[src/dq_pkg.sv]
`default_nettype none

package dq_pkg;

    localparam int DEPTH  = 16;
    localparam int ADDR_W = (DEPTH > 1) ? $clog2(DEPTH) : 1;
    localparam int CW     = $clog2(DEPTH + 1);
    localparam int VAL_W  = 32;
    localparam int CMD_W  = 3;
    localparam int STAT_W = 2;
    localparam int OCNT_W = 5;

    typedef logic [CMD_W-1:0]  cmd_t;
    typedef logic [STAT_W-1:0] status_t;

    localparam cmd_t CMD_PUSH_FRONT = 3'd0;
    localparam cmd_t CMD_PUSH_BACK  = 3'd1;
    localparam cmd_t CMD_POP_FRONT  = 3'd2;
    localparam cmd_t CMD_POP_BACK   = 3'd3;
    localparam cmd_t CMD_DUMP_FWD   = 3'd4;
    localparam cmd_t CMD_DUMP_REV   = 3'd5;

    localparam status_t STAT_OK    = 2'd0;
    localparam status_t STAT_EMPTY = 2'd1;
    localparam status_t STAT_FULL  = 2'd2;

    // one write port, one read port on the entry memory
    typedef struct packed {
        logic              we;
        logic [ADDR_W-1:0] waddr;
        logic [VAL_W-1:0]  wdata;
        logic              re;
        logic [ADDR_W-1:0] raddr;
    } mem_req_t;

endpackage

`default_nettype wire

[src/dq_cmd_if.sv]
`default_nettype none

interface dq_cmd_if;
    import dq_pkg::*;

    logic                    valid;
    logic                    ready;
    cmd_t                    command;
    logic signed [VAL_W-1:0] push_value;

    modport source (output valid, output command, output push_value, input ready);
    modport sink   (input valid, input command, input push_value, output ready);
endinterface

`default_nettype wire

[src/dq_rsp_if.sv]
`default_nettype none

interface dq_rsp_if;
    import dq_pkg::*;

    logic                    valid;
    logic                    ready;
    status_t                 status;
    logic signed [VAL_W-1:0] element_value;
    logic signed [VAL_W-1:0] head_value;
    logic signed [VAL_W-1:0] tail_value;
    logic [OCNT_W-1:0]       entry_count;
    logic                    last_of_run;

    modport source (output valid, output status, output element_value, output head_value,
                    output tail_value, output entry_count, output last_of_run, input ready);
    modport sink   (input valid, input status, input element_value, input head_value,
                    input tail_value, input entry_count, input last_of_run, output ready);
endinterface

`default_nettype wire

[src/dq_store.sv]
`default_nettype none

module dq_store (
    input  wire logic                           clk,
    input  wire dq_pkg::mem_req_t               mem_req,
    output logic signed [dq_pkg::VAL_W-1:0]     mem_rdata
);
    import dq_pkg::*;

    logic [VAL_W-1:0] entry_mem [DEPTH];
    logic [VAL_W-1:0] rdata_reg;

    always_ff @(posedge clk)
    begin
        if (mem_req.we)
        begin
            entry_mem[mem_req.waddr] <= mem_req.wdata;
        end
        // read data holds while no read is issued
        if (mem_req.re)
        begin
            rdata_reg <= entry_mem[mem_req.raddr];
        end
    end

    assign mem_rdata = rdata_reg;

endmodule

`default_nettype wire

[src/dq_ctrl.sv]
`default_nettype none

module dq_ctrl (
    input  wire logic                           clk,
    input  wire logic                           rst_n,
    dq_cmd_if.sink                              cmd,
    dq_rsp_if.source                            rsp,
    output dq_pkg::mem_req_t                    mem_req,
    input  wire logic signed [dq_pkg::VAL_W-1:0] mem_rdata
);
    import dq_pkg::*;

    typedef enum logic [2:0] {
        ST_IDLE = 3'b001,
        ST_POPW = 3'b010,
        ST_DUMP = 3'b100
    } state_t;

    localparam logic [ADDR_W:0]   DEPTH_A  = (ADDR_W + 1)'(DEPTH);
    localparam logic [ADDR_W-1:0] LAST_A   = ADDR_W'(DEPTH - 1);
    localparam logic [CW-1:0]     CNT_FULL = CW'(DEPTH);

    // circular add, both operands below DEPTH
    function automatic logic [ADDR_W-1:0] wrap_add(input logic [ADDR_W-1:0] a,
                                                   input logic [ADDR_W-1:0] b);
        logic [ADDR_W:0] s;
        s = {1'b0, a} + {1'b0, b};
        if (s >= DEPTH_A)
        begin
            s = s - DEPTH_A;
        end
        return s[ADDR_W-1:0];
    endfunction

    state_t                  state_reg, state_next;
    logic [ADDR_W-1:0]       front_reg, front_next;
    logic [CW-1:0]           count_reg, count_next;
    logic signed [VAL_W-1:0] head_reg, head_next;
    logic signed [VAL_W-1:0] tail_reg, tail_next;
    logic                    rd_pend_reg, rd_pend_next;
    logic                    pend_last_reg, pend_last_next;
    logic [CW-1:0]           idx_reg, idx_next;
    logic                    dump_fwd_reg, dump_fwd_next;
    logic                    pop_front_reg, pop_front_next;
    logic signed [VAL_W-1:0] pop_elem_reg, pop_elem_next;

    logic                    ov_reg;
    status_t                 o_status_reg;
    logic signed [VAL_W-1:0] o_elem_reg;
    logic signed [VAL_W-1:0] o_head_reg;
    logic signed [VAL_W-1:0] o_tail_reg;
    logic [OCNT_W-1:0]       o_count_reg;
    logic                    o_last_reg;

    logic                    load;
    status_t                 ld_status;
    logic signed [VAL_W-1:0] ld_elem;
    logic signed [VAL_W-1:0] ld_head;
    logic signed [VAL_W-1:0] ld_tail;
    logic [CW-1:0]           ld_count;
    logic                    ld_last;

    logic out_free;
    logic in_ready;
    logic acc;
    logic is_empty;
    logic is_full;

    assign out_free = !ov_reg || rsp.ready;
    assign in_ready = (state_reg == ST_IDLE) && out_free;
    assign acc      = cmd.valid && in_ready;
    assign is_empty = (count_reg == '0);
    assign is_full  = (count_reg == CNT_FULL);

    always_comb
    begin
        state_next     = state_reg;
        front_next     = front_reg;
        count_next     = count_reg;
        head_next      = head_reg;
        tail_next      = tail_reg;
        rd_pend_next   = rd_pend_reg;
        pend_last_next = pend_last_reg;
        idx_next       = idx_reg;
        dump_fwd_next  = dump_fwd_reg;
        pop_front_next = pop_front_reg;
        pop_elem_next  = pop_elem_reg;
        mem_req        = '0;
        load           = 1'b0;
        ld_status      = STAT_OK;
        ld_elem        = '0;
        ld_head        = head_reg;
        ld_tail        = tail_reg;
        ld_count       = count_reg;
        ld_last        = 1'b1;

        case (state_reg)
            ST_IDLE:
            begin
                if (acc)
                begin
                    case (cmd.command)
                        CMD_PUSH_FRONT, CMD_PUSH_BACK:
                        begin
                            load = 1'b1;
                            if (is_full)
                            begin
                                ld_status = STAT_FULL;
                            end
                            else
                            begin
                                mem_req.we    = 1'b1;
                                mem_req.wdata = cmd.push_value;
                                if (cmd.command == CMD_PUSH_FRONT)
                                begin
                                    front_next    = (front_reg == '0) ? LAST_A
                                                                      : front_reg - 1'b1;
                                    mem_req.waddr = front_next;
                                    head_next     = cmd.push_value;
                                    if (is_empty)
                                    begin
                                        tail_next = cmd.push_value;
                                    end
                                end
                                else
                                begin
                                    mem_req.waddr = wrap_add(front_reg, ADDR_W'(count_reg));
                                    tail_next     = cmd.push_value;
                                    if (is_empty)
                                    begin
                                        head_next = cmd.push_value;
                                    end
                                end
                                count_next = count_reg + 1'b1;
                                ld_head    = head_next;
                                ld_tail    = tail_next;
                                ld_count   = count_next;
                            end
                        end
                        CMD_POP_FRONT, CMD_POP_BACK:
                        begin
                            if (is_empty)
                            begin
                                load      = 1'b1;
                                ld_status = STAT_EMPTY;
                            end
                            else
                            begin
                                pop_front_next = (cmd.command == CMD_POP_FRONT);
                                pop_elem_next  = pop_front_next ? head_reg : tail_reg;
                                count_next     = count_reg - 1'b1;
                                if (pop_front_next)
                                begin
                                    front_next = wrap_add(front_reg, ADDR_W'(1));
                                end
                                if (count_reg == CW'(1))
                                begin
                                    // queue drains: ends read as zero
                                    load      = 1'b1;
                                    ld_elem   = pop_elem_next;
                                    head_next = '0;
                                    tail_next = '0;
                                    ld_head   = '0;
                                    ld_tail   = '0;
                                    ld_count  = '0;
                                end
                                else
                                begin
                                    // fetch the new end entry
                                    mem_req.re    = 1'b1;
                                    mem_req.raddr = pop_front_next
                                        ? wrap_add(front_reg, ADDR_W'(1))
                                        : wrap_add(front_reg, ADDR_W'(count_reg - CW'(2)));
                                    rd_pend_next  = 1'b1;
                                    state_next    = ST_POPW;
                                end
                            end
                        end
                        CMD_DUMP_FWD, CMD_DUMP_REV:
                        begin
                            if (is_empty)
                            begin
                                load      = 1'b1;
                                ld_status = STAT_EMPTY;
                            end
                            else
                            begin
                                idx_next      = '0;
                                rd_pend_next  = 1'b0;
                                dump_fwd_next = (cmd.command == CMD_DUMP_FWD);
                                state_next    = ST_DUMP;
                            end
                        end
                        default:
                        begin
                        end
                    endcase
                end
            end
            ST_POPW:
            begin
                if (out_free)
                begin
                    load         = 1'b1;
                    ld_elem      = pop_elem_reg;
                    rd_pend_next = 1'b0;
                    state_next   = ST_IDLE;
                    if (pop_front_reg)
                    begin
                        head_next = mem_rdata;
                        ld_head   = mem_rdata;
                    end
                    else
                    begin
                        tail_next = mem_rdata;
                        ld_tail   = mem_rdata;
                    end
                end
            end
            ST_DUMP:
            begin
                if (rd_pend_reg && out_free)
                begin
                    load         = 1'b1;
                    ld_elem      = mem_rdata;
                    ld_last      = pend_last_reg;
                    rd_pend_next = 1'b0;
                    if (pend_last_reg)
                    begin
                        state_next = ST_IDLE;
                    end
                end
                // next read goes out once the pending beat is sure to leave
                if ((idx_reg != count_reg) && (!rd_pend_reg || out_free))
                begin
                    mem_req.re     = 1'b1;
                    mem_req.raddr  = wrap_add(front_reg, dump_fwd_reg
                                        ? ADDR_W'(idx_reg)
                                        : ADDR_W'(count_reg - CW'(1) - idx_reg));
                    rd_pend_next   = 1'b1;
                    pend_last_next = (idx_reg == count_reg - CW'(1));
                    idx_next       = idx_reg + 1'b1;
                end
            end
            default:
            begin
                state_next = ST_IDLE;
            end
        endcase
    end

    always_ff @(posedge clk or negedge rst_n)
    begin
        if (!rst_n)
        begin
            state_reg     <= ST_IDLE;
            front_reg     <= '0;
            count_reg     <= '0;
            head_reg      <= '0;
            tail_reg      <= '0;
            rd_pend_reg   <= 1'b0;
            pend_last_reg <= 1'b0;
            idx_reg       <= '0;
            dump_fwd_reg  <= 1'b0;
            pop_front_reg <= 1'b0;
            ov_reg        <= 1'b0;
        end
        else
        begin
            state_reg     <= state_next;
            front_reg     <= front_next;
            count_reg     <= count_next;
            head_reg      <= head_next;
            tail_reg      <= tail_next;
            rd_pend_reg   <= rd_pend_next;
            pend_last_reg <= pend_last_next;
            idx_reg       <= idx_next;
            dump_fwd_reg  <= dump_fwd_next;
            pop_front_reg <= pop_front_next;
            if (load)
            begin
                ov_reg <= 1'b1;
            end
            else if (rsp.ready)
            begin
                ov_reg <= 1'b0;
            end
        end
    end

    always_ff @(posedge clk)
    begin
        pop_elem_reg <= pop_elem_next;
        if (load)
        begin
            o_status_reg <= ld_status;
            o_elem_reg   <= ld_elem;
            o_head_reg   <= ld_head;
            o_tail_reg   <= ld_tail;
            o_count_reg  <= OCNT_W'(ld_count);
            o_last_reg   <= ld_last;
        end
    end

    assign cmd.ready         = in_ready;
    assign rsp.valid         = ov_reg;
    assign rsp.status        = o_status_reg;
    assign rsp.element_value = o_elem_reg;
    assign rsp.head_value    = o_head_reg;
    assign rsp.tail_value    = o_tail_reg;
    assign rsp.entry_count   = o_count_reg;
    assign rsp.last_of_run   = o_last_reg;

endmodule

`default_nettype wire

[src/double_ended_queue.sv]
// channel | dir | handshake     | payload
// cmd     | in  | valid / ready | command, push_value
// rsp     | out | valid / ready | status, element_value, head_value, tail_value,
//         |     |               | entry_count, last_of_run
//
// Push, refused push, pop of the only entry and any request on an empty queue: answered from idle, no memory read.
// Pop with entries left: one memory read (state ST_POPW) to fetch the new front or back.
// Dump of N entries: one beat per cycle off the memory read port while the result side is not stalled.
// Reset clears front index, count and control; the entry memory needs no clearing.
// A command is taken while idle if the result register is empty or being drained.
`default_nettype none

module double_ended_queue (
    input  wire logic clk,
    input  wire logic rst_n,
    dq_cmd_if.sink    cmd,
    dq_rsp_if.source  rsp
);
    import dq_pkg::*;

    mem_req_t                mem_req;
    logic signed [VAL_W-1:0] mem_rdata;

    dq_ctrl u_ctrl (
        .clk       (clk),
        .rst_n     (rst_n),
        .cmd       (cmd),
        .rsp       (rsp),
        .mem_req   (mem_req),
        .mem_rdata (mem_rdata)
    );

    dq_store u_store (
        .clk       (clk),
        .mem_req   (mem_req),
        .mem_rdata (mem_rdata)
    );

    a_no_rw_overlap: assert property (@(posedge clk) disable iff (!rst_n)
        !(mem_req.we && mem_req.re))
        else $error("memory read and write issued together");

    a_full_count: assert property (@(posedge clk) disable iff (!rst_n)
        (rsp.valid && rsp.status == STAT_FULL) |-> (rsp.entry_count == OCNT_W'(DEPTH)))
        else $error("full status with queue not full");

    a_empty_beat: assert property (@(posedge clk) disable iff (!rst_n)
        (rsp.valid && rsp.status == STAT_EMPTY) |->
            (rsp.entry_count == '0 && rsp.head_value == '0 && rsp.tail_value == '0
             && rsp.last_of_run))
        else $error("empty status with stale contents");

    a_accept_slot: assert property (@(posedge clk) disable iff (!rst_n)
        (cmd.valid && cmd.ready) |-> (!rsp.valid || rsp.ready))
        else $error("command taken while result register blocked");

endmodule

`default_nettype wire

[src/flat_wrapper.sv]
// flat-port wrapper written by rule: the top's interface ports become plain ports
module double_ended_queue_flat import dq_pkg::*;
  (clk, rst_n, cmd_valid, cmd_command, cmd_push_value, cmd_ready, rsp_valid, rsp_status, rsp_element_value, rsp_head_value, rsp_tail_value, rsp_entry_count, rsp_last_of_run, rsp_ready);
  dq_cmd_if cmd_i ();
  dq_rsp_if rsp_i ();
  input  wire logic clk;
  input  wire logic rst_n;
  input wire logic [$bits(cmd_i.valid)-1:0] cmd_valid;
  input wire logic [$bits(cmd_i.command)-1:0] cmd_command;
  input wire logic [$bits(cmd_i.push_value)-1:0] cmd_push_value;
  output wire logic [$bits(cmd_i.ready)-1:0] cmd_ready;
  output wire logic [$bits(rsp_i.valid)-1:0] rsp_valid;
  output wire logic [$bits(rsp_i.status)-1:0] rsp_status;
  output wire logic [$bits(rsp_i.element_value)-1:0] rsp_element_value;
  output wire logic [$bits(rsp_i.head_value)-1:0] rsp_head_value;
  output wire logic [$bits(rsp_i.tail_value)-1:0] rsp_tail_value;
  output wire logic [$bits(rsp_i.entry_count)-1:0] rsp_entry_count;
  output wire logic [$bits(rsp_i.last_of_run)-1:0] rsp_last_of_run;
  input wire logic [$bits(rsp_i.ready)-1:0] rsp_ready;
  assign cmd_i.valid = cmd_valid;
  assign cmd_i.command = cmd_command;
  assign cmd_i.push_value = cmd_push_value;
  assign cmd_ready = cmd_i.ready;
  assign rsp_valid = rsp_i.valid;
  assign rsp_status = rsp_i.status;
  assign rsp_element_value = rsp_i.element_value;
  assign rsp_head_value = rsp_i.head_value;
  assign rsp_tail_value = rsp_i.tail_value;
  assign rsp_entry_count = rsp_i.entry_count;
  assign rsp_last_of_run = rsp_i.last_of_run;
  assign rsp_i.ready = rsp_ready;
  double_ended_queue u_core (.clk(clk), .rst_n(rst_n), .cmd(cmd_i), .rsp(rsp_i));
endmodule
[config.mk]
export PLATFORM = sky130hd
export DESIGN_NAME = double_ended_queue_flat
export DESIGN_NICKNAME = d
export VERILOG_FILES = /design/src/dq_pkg.sv /design/src/dq_cmd_if.sv /design/src/dq_rsp_if.sv /design/src/dq_store.sv /design/src/dq_ctrl.sv /design/src/double_ended_queue.sv /design/src/flat_wrapper.sv
export SDC_FILE = /design/constraint.sdc
export NUM_CORES = 1
export LEC_CHECK = 0
export ABC_AREA = 1
export BUFFER_PORTS_ARGS = -buffer_cell sky130_fd_sc_hd__buf_2
export CELL_PAD_IN_SITES_DETAIL_PLACEMENT = 0
export CELL_PAD_IN_SITES_GLOBAL_PLACEMENT = 1
export CORE_ASPECT_RATIO = 1.4
export CORE_UTILIZATION = 26
export CTS_BUF_LIST = sky130_fd_sc_hd__clkbuf_4
export CTS_CLUSTER_DIAMETER = 200
export DETAILED_ROUTE_END_ITERATION = 6
export PLACE_DENSITY_LB_ADDON = 0.1
export SYNTH_ARGS = -nofsm -noshare
export SYNTH_HDL_FRONTEND = slang
export SYNTH_SLANG_ARGS = --single-unit
[constraint.sdc]
create_clock -name clk -period 6 [get_ports clk]
set_input_delay 0.3 -clock clk [delete_from_list [all_inputs] [get_ports clk]]
set_output_delay 0.3 -clock clk [all_outputs]
set_load 0.1 [all_outputs]
==> reports/results.tsv <==
metric	value	unit
synthesized area	34500	um^2
Netlist cell types	41	
CTS tree	yes	
Final Cycle Share	0.725	
Overall Power	17900	uW
Biggest register	u_core.u_store.entry_mem	
Core ar.	131000	um^2
post-route DRC violation count	0	
Yosys reg bits	766	
first-pass GRT wire length	179	mm
max cap viols	0	
CTS Hold Buffers Added	46	
top cells by area, synth	edfxtp_1 59%, nand3_1 8.6%, nand2_1 7.9%	
insertion delay to the later sink of the worst-skew pair	1.15	ns
Filler Cells Inserted	13800	
Switching Share	0.422	
row cnt	157	
final core occ	0.307	
crit start category	register	
DR pass1 iterations	5	
Die X	310	um
multi-input gate area in the final layout	9380	um^2
critical path class	reg -> reg	
DR vias	25600	
sequential share of the synthesized area	0.655	
Slew headroom	0.145	
Clk pin slew, worst setup/hold paths	0.07	ns
Final setup viols	0	
worst slew pin tran	1.28	ns
worst hold path type	in -> reg	
Critical Path Fanout Max	84	
DIE HEIGHT	433	um
layout cells sized above 1	0.154	
Final ANT Viol Nets	0	
gr usage total	0.184	
Fin. Hold Viols	0	
fin. max-slew vios	0	
ys flop type	edfxtp_1	
Iter 0 DRT Violations	1822	
critical path arrival	5.34	ns
grt ovf	0	
area of the die	134000	um^2
Pleak	0.0162	uW
vias per inst	4.68	
largest net degree at the start of global routing	162	
Worst VDD drop	0.208	mV
syn_nets	3372	
most common cell after layout, fill and taps aside	nand2_1	
Root Buffer	clkbuf_4	
run status	finished, final reports clean	
WP data required	6.99	ns
Clk pwr share	0.255	
Synth top area share	0.593	
Avg Synthesized Cell Area	10.4	um^2
sequential power share	0.388	
CP Capture Type	register	
Yosys top cell by area	edfxtp_1	
post-synthesis cell count	3302	
EDFF count, synth	680	
clock sink total	766	
max reg flops	512	
Final Critical Period	4.35	ns
vias in the first global route	25900	
Setup TNS Final	0	ns
combinational power share	0.357	
setup bufs post-CTS	0	
async set or reset register ratio after synthesis	0.112	
Reg area	22600	um^2
Post-CTS Resized	0	
Initial Util	0.263	
P_sw	7540	uW
initial antenna violation count	3	
top achievable clock speed	0.230	GHz
clk buf depth	3	
DPL Wire Length	70.0	mm
Internal	10300	uW
per-cell routed wire length	22.5	um
RD Place Congestion	0.793	
area grow syn2layout	16.7	%
nets	3632	
unrepaired setup endpoints after global routing	no	
Placed Instance Area	37300	um^2
Synthesis Warnings	0	
CTS H-tree lvls	4	
io pins	145	
Total Routed Length	123	mm
most frequent cells in the layout	716 x nand2_1, 680 x edfxtp_1, 595 x nand3_1	
design area	40200	um^2
PortBufs	144	
total CTS buffers	197	
Setup Skew	0.0560	ns
Power Density	444	nW/um^2
## kinds of logic after synthesis
group	synth area share
and+or+nand+nor	0.196
DFF	0.655
buffers and inverters	0.0794
AOI/OAI and AO/OA	0.0522
adders and majority gates	0.0121
xor gates and xnor gates	0.00508
## final cells by class
| class | count | area share |
|---|---|---|
| Timing Repair Buffer | 252 | 0.0442 |
| Tap cell | 1749 | 0.0544 |
| Clock inverter | 51 | 0.00635 |
| Sequential cell | 766 | 0.561 |
| Antenna cell | 10 | 0.000622 |
| Inverter | 489 | 0.0457 |
| Clock buffer | 291 | 0.0543 |
| Multi-Input combinational cell | 1856 | 0.233 |
## metrics by stage
| stage | setup slack (ns) | cells | hold slack (ns) |
|---|---|---|---|
| 2_1_floorplan | 1.02 | 3302 | 0.00441 |
| 3_3_place_gp | 1.65 | 5066 | 0.340 |
| 3_5_place_dp | 1.67 | 5066 | 0.344 |
| 4_1_cts | 1.62 | 5454 | 0.0193 |
| 5_1_grt | 1.39 | 5464 | 0.0790 |
| 6_report | 1.65 | 5464 | 0.187 |
## synthesized netlist by cell type, types with 3 or more instances
library cell    n
nand2_1       722
edfxtp_1      680
nand3_1       595
inv_1         481
buf_2         129
o21ai_0       117
nor2_1        100
dfrtp_1        85
o22ai_1        72
nand3b_1       64
clkbuf_1       55
a22oi_1        34
o221ai_1       30
o21ai_1        28
ha_1           27
xor2_1         14
a21oi_1         9
inv_2           7
buf_4           6
nor2_2          6
xnor2_1         6
fa_1            4
nand4_1         3
nor3_1          3
## power groups by stage
stage / clock (uW) / sequential (uW) / combinational, uW
floorplan: 0 / 8360 / 3100
finish: 4560 / 6940 / 6370
CTS: 4780 / 6940 / 6460
detailed placement: 0 / 7060 / 6400
global route: 5000 / 6990 / 6940
global placement: 0 / 7050 / 6380
## worst max-delay path, stage by stage (launching register included)
cell     delay (ns)
dfrtp_1        0.52
inv_1          0.22
ha_1           0.38
fa_1           0.54
o21ai_0        0.15
fa_1           0.58
nand4_1        0.13
nand2_4        0.57
buf_12         0.47
nand3_1        0.15
nand3_1        0.11
nand3_1        0.09
nand2_1        0.10
## per-layer routing
metal | vias up | GRT usage | share of wire
li1 | 11900 | - | -
met1 | 12600 | 0.227 | 0.42
met2 | 867 | 0.316 | 0.49
met3 | 263 | 0.0351 | 0.051
met4 | 2 | 0.0714 | 0.033
met5 | - | 0 | 0.00011
## path summary, 6_finish.rpt
path / end / slack, ns / depth (start not counted) / startpoint
hold / removal: u_core.u_ctrl.rsp.status[1] / 0.19 / 4 / cmd_command[2]
setup / recovery: u_core.u_store.mem_rdata[15] / 1.65 / 12 / u_core.u_ctrl.count_reg[1]
setup reg to reg: u_core.u_store.mem_rdata[15] / 1.65 / 12 / u_core.u_ctrl.count_reg[1]
max in group asynchronous: u_core.u_ctrl.tail_reg[14] / 4.93 / 4 / rst_n
min in group asynchronous: u_core.u_ctrl.front_reg[3] / 0.24 / 4 / rst_n
hold reg to reg: u_core.u_ctrl.state_reg[0] / 0.52 / 2 / u_core.u_ctrl.state_reg[0]
(Power assumes the default switching activity.)
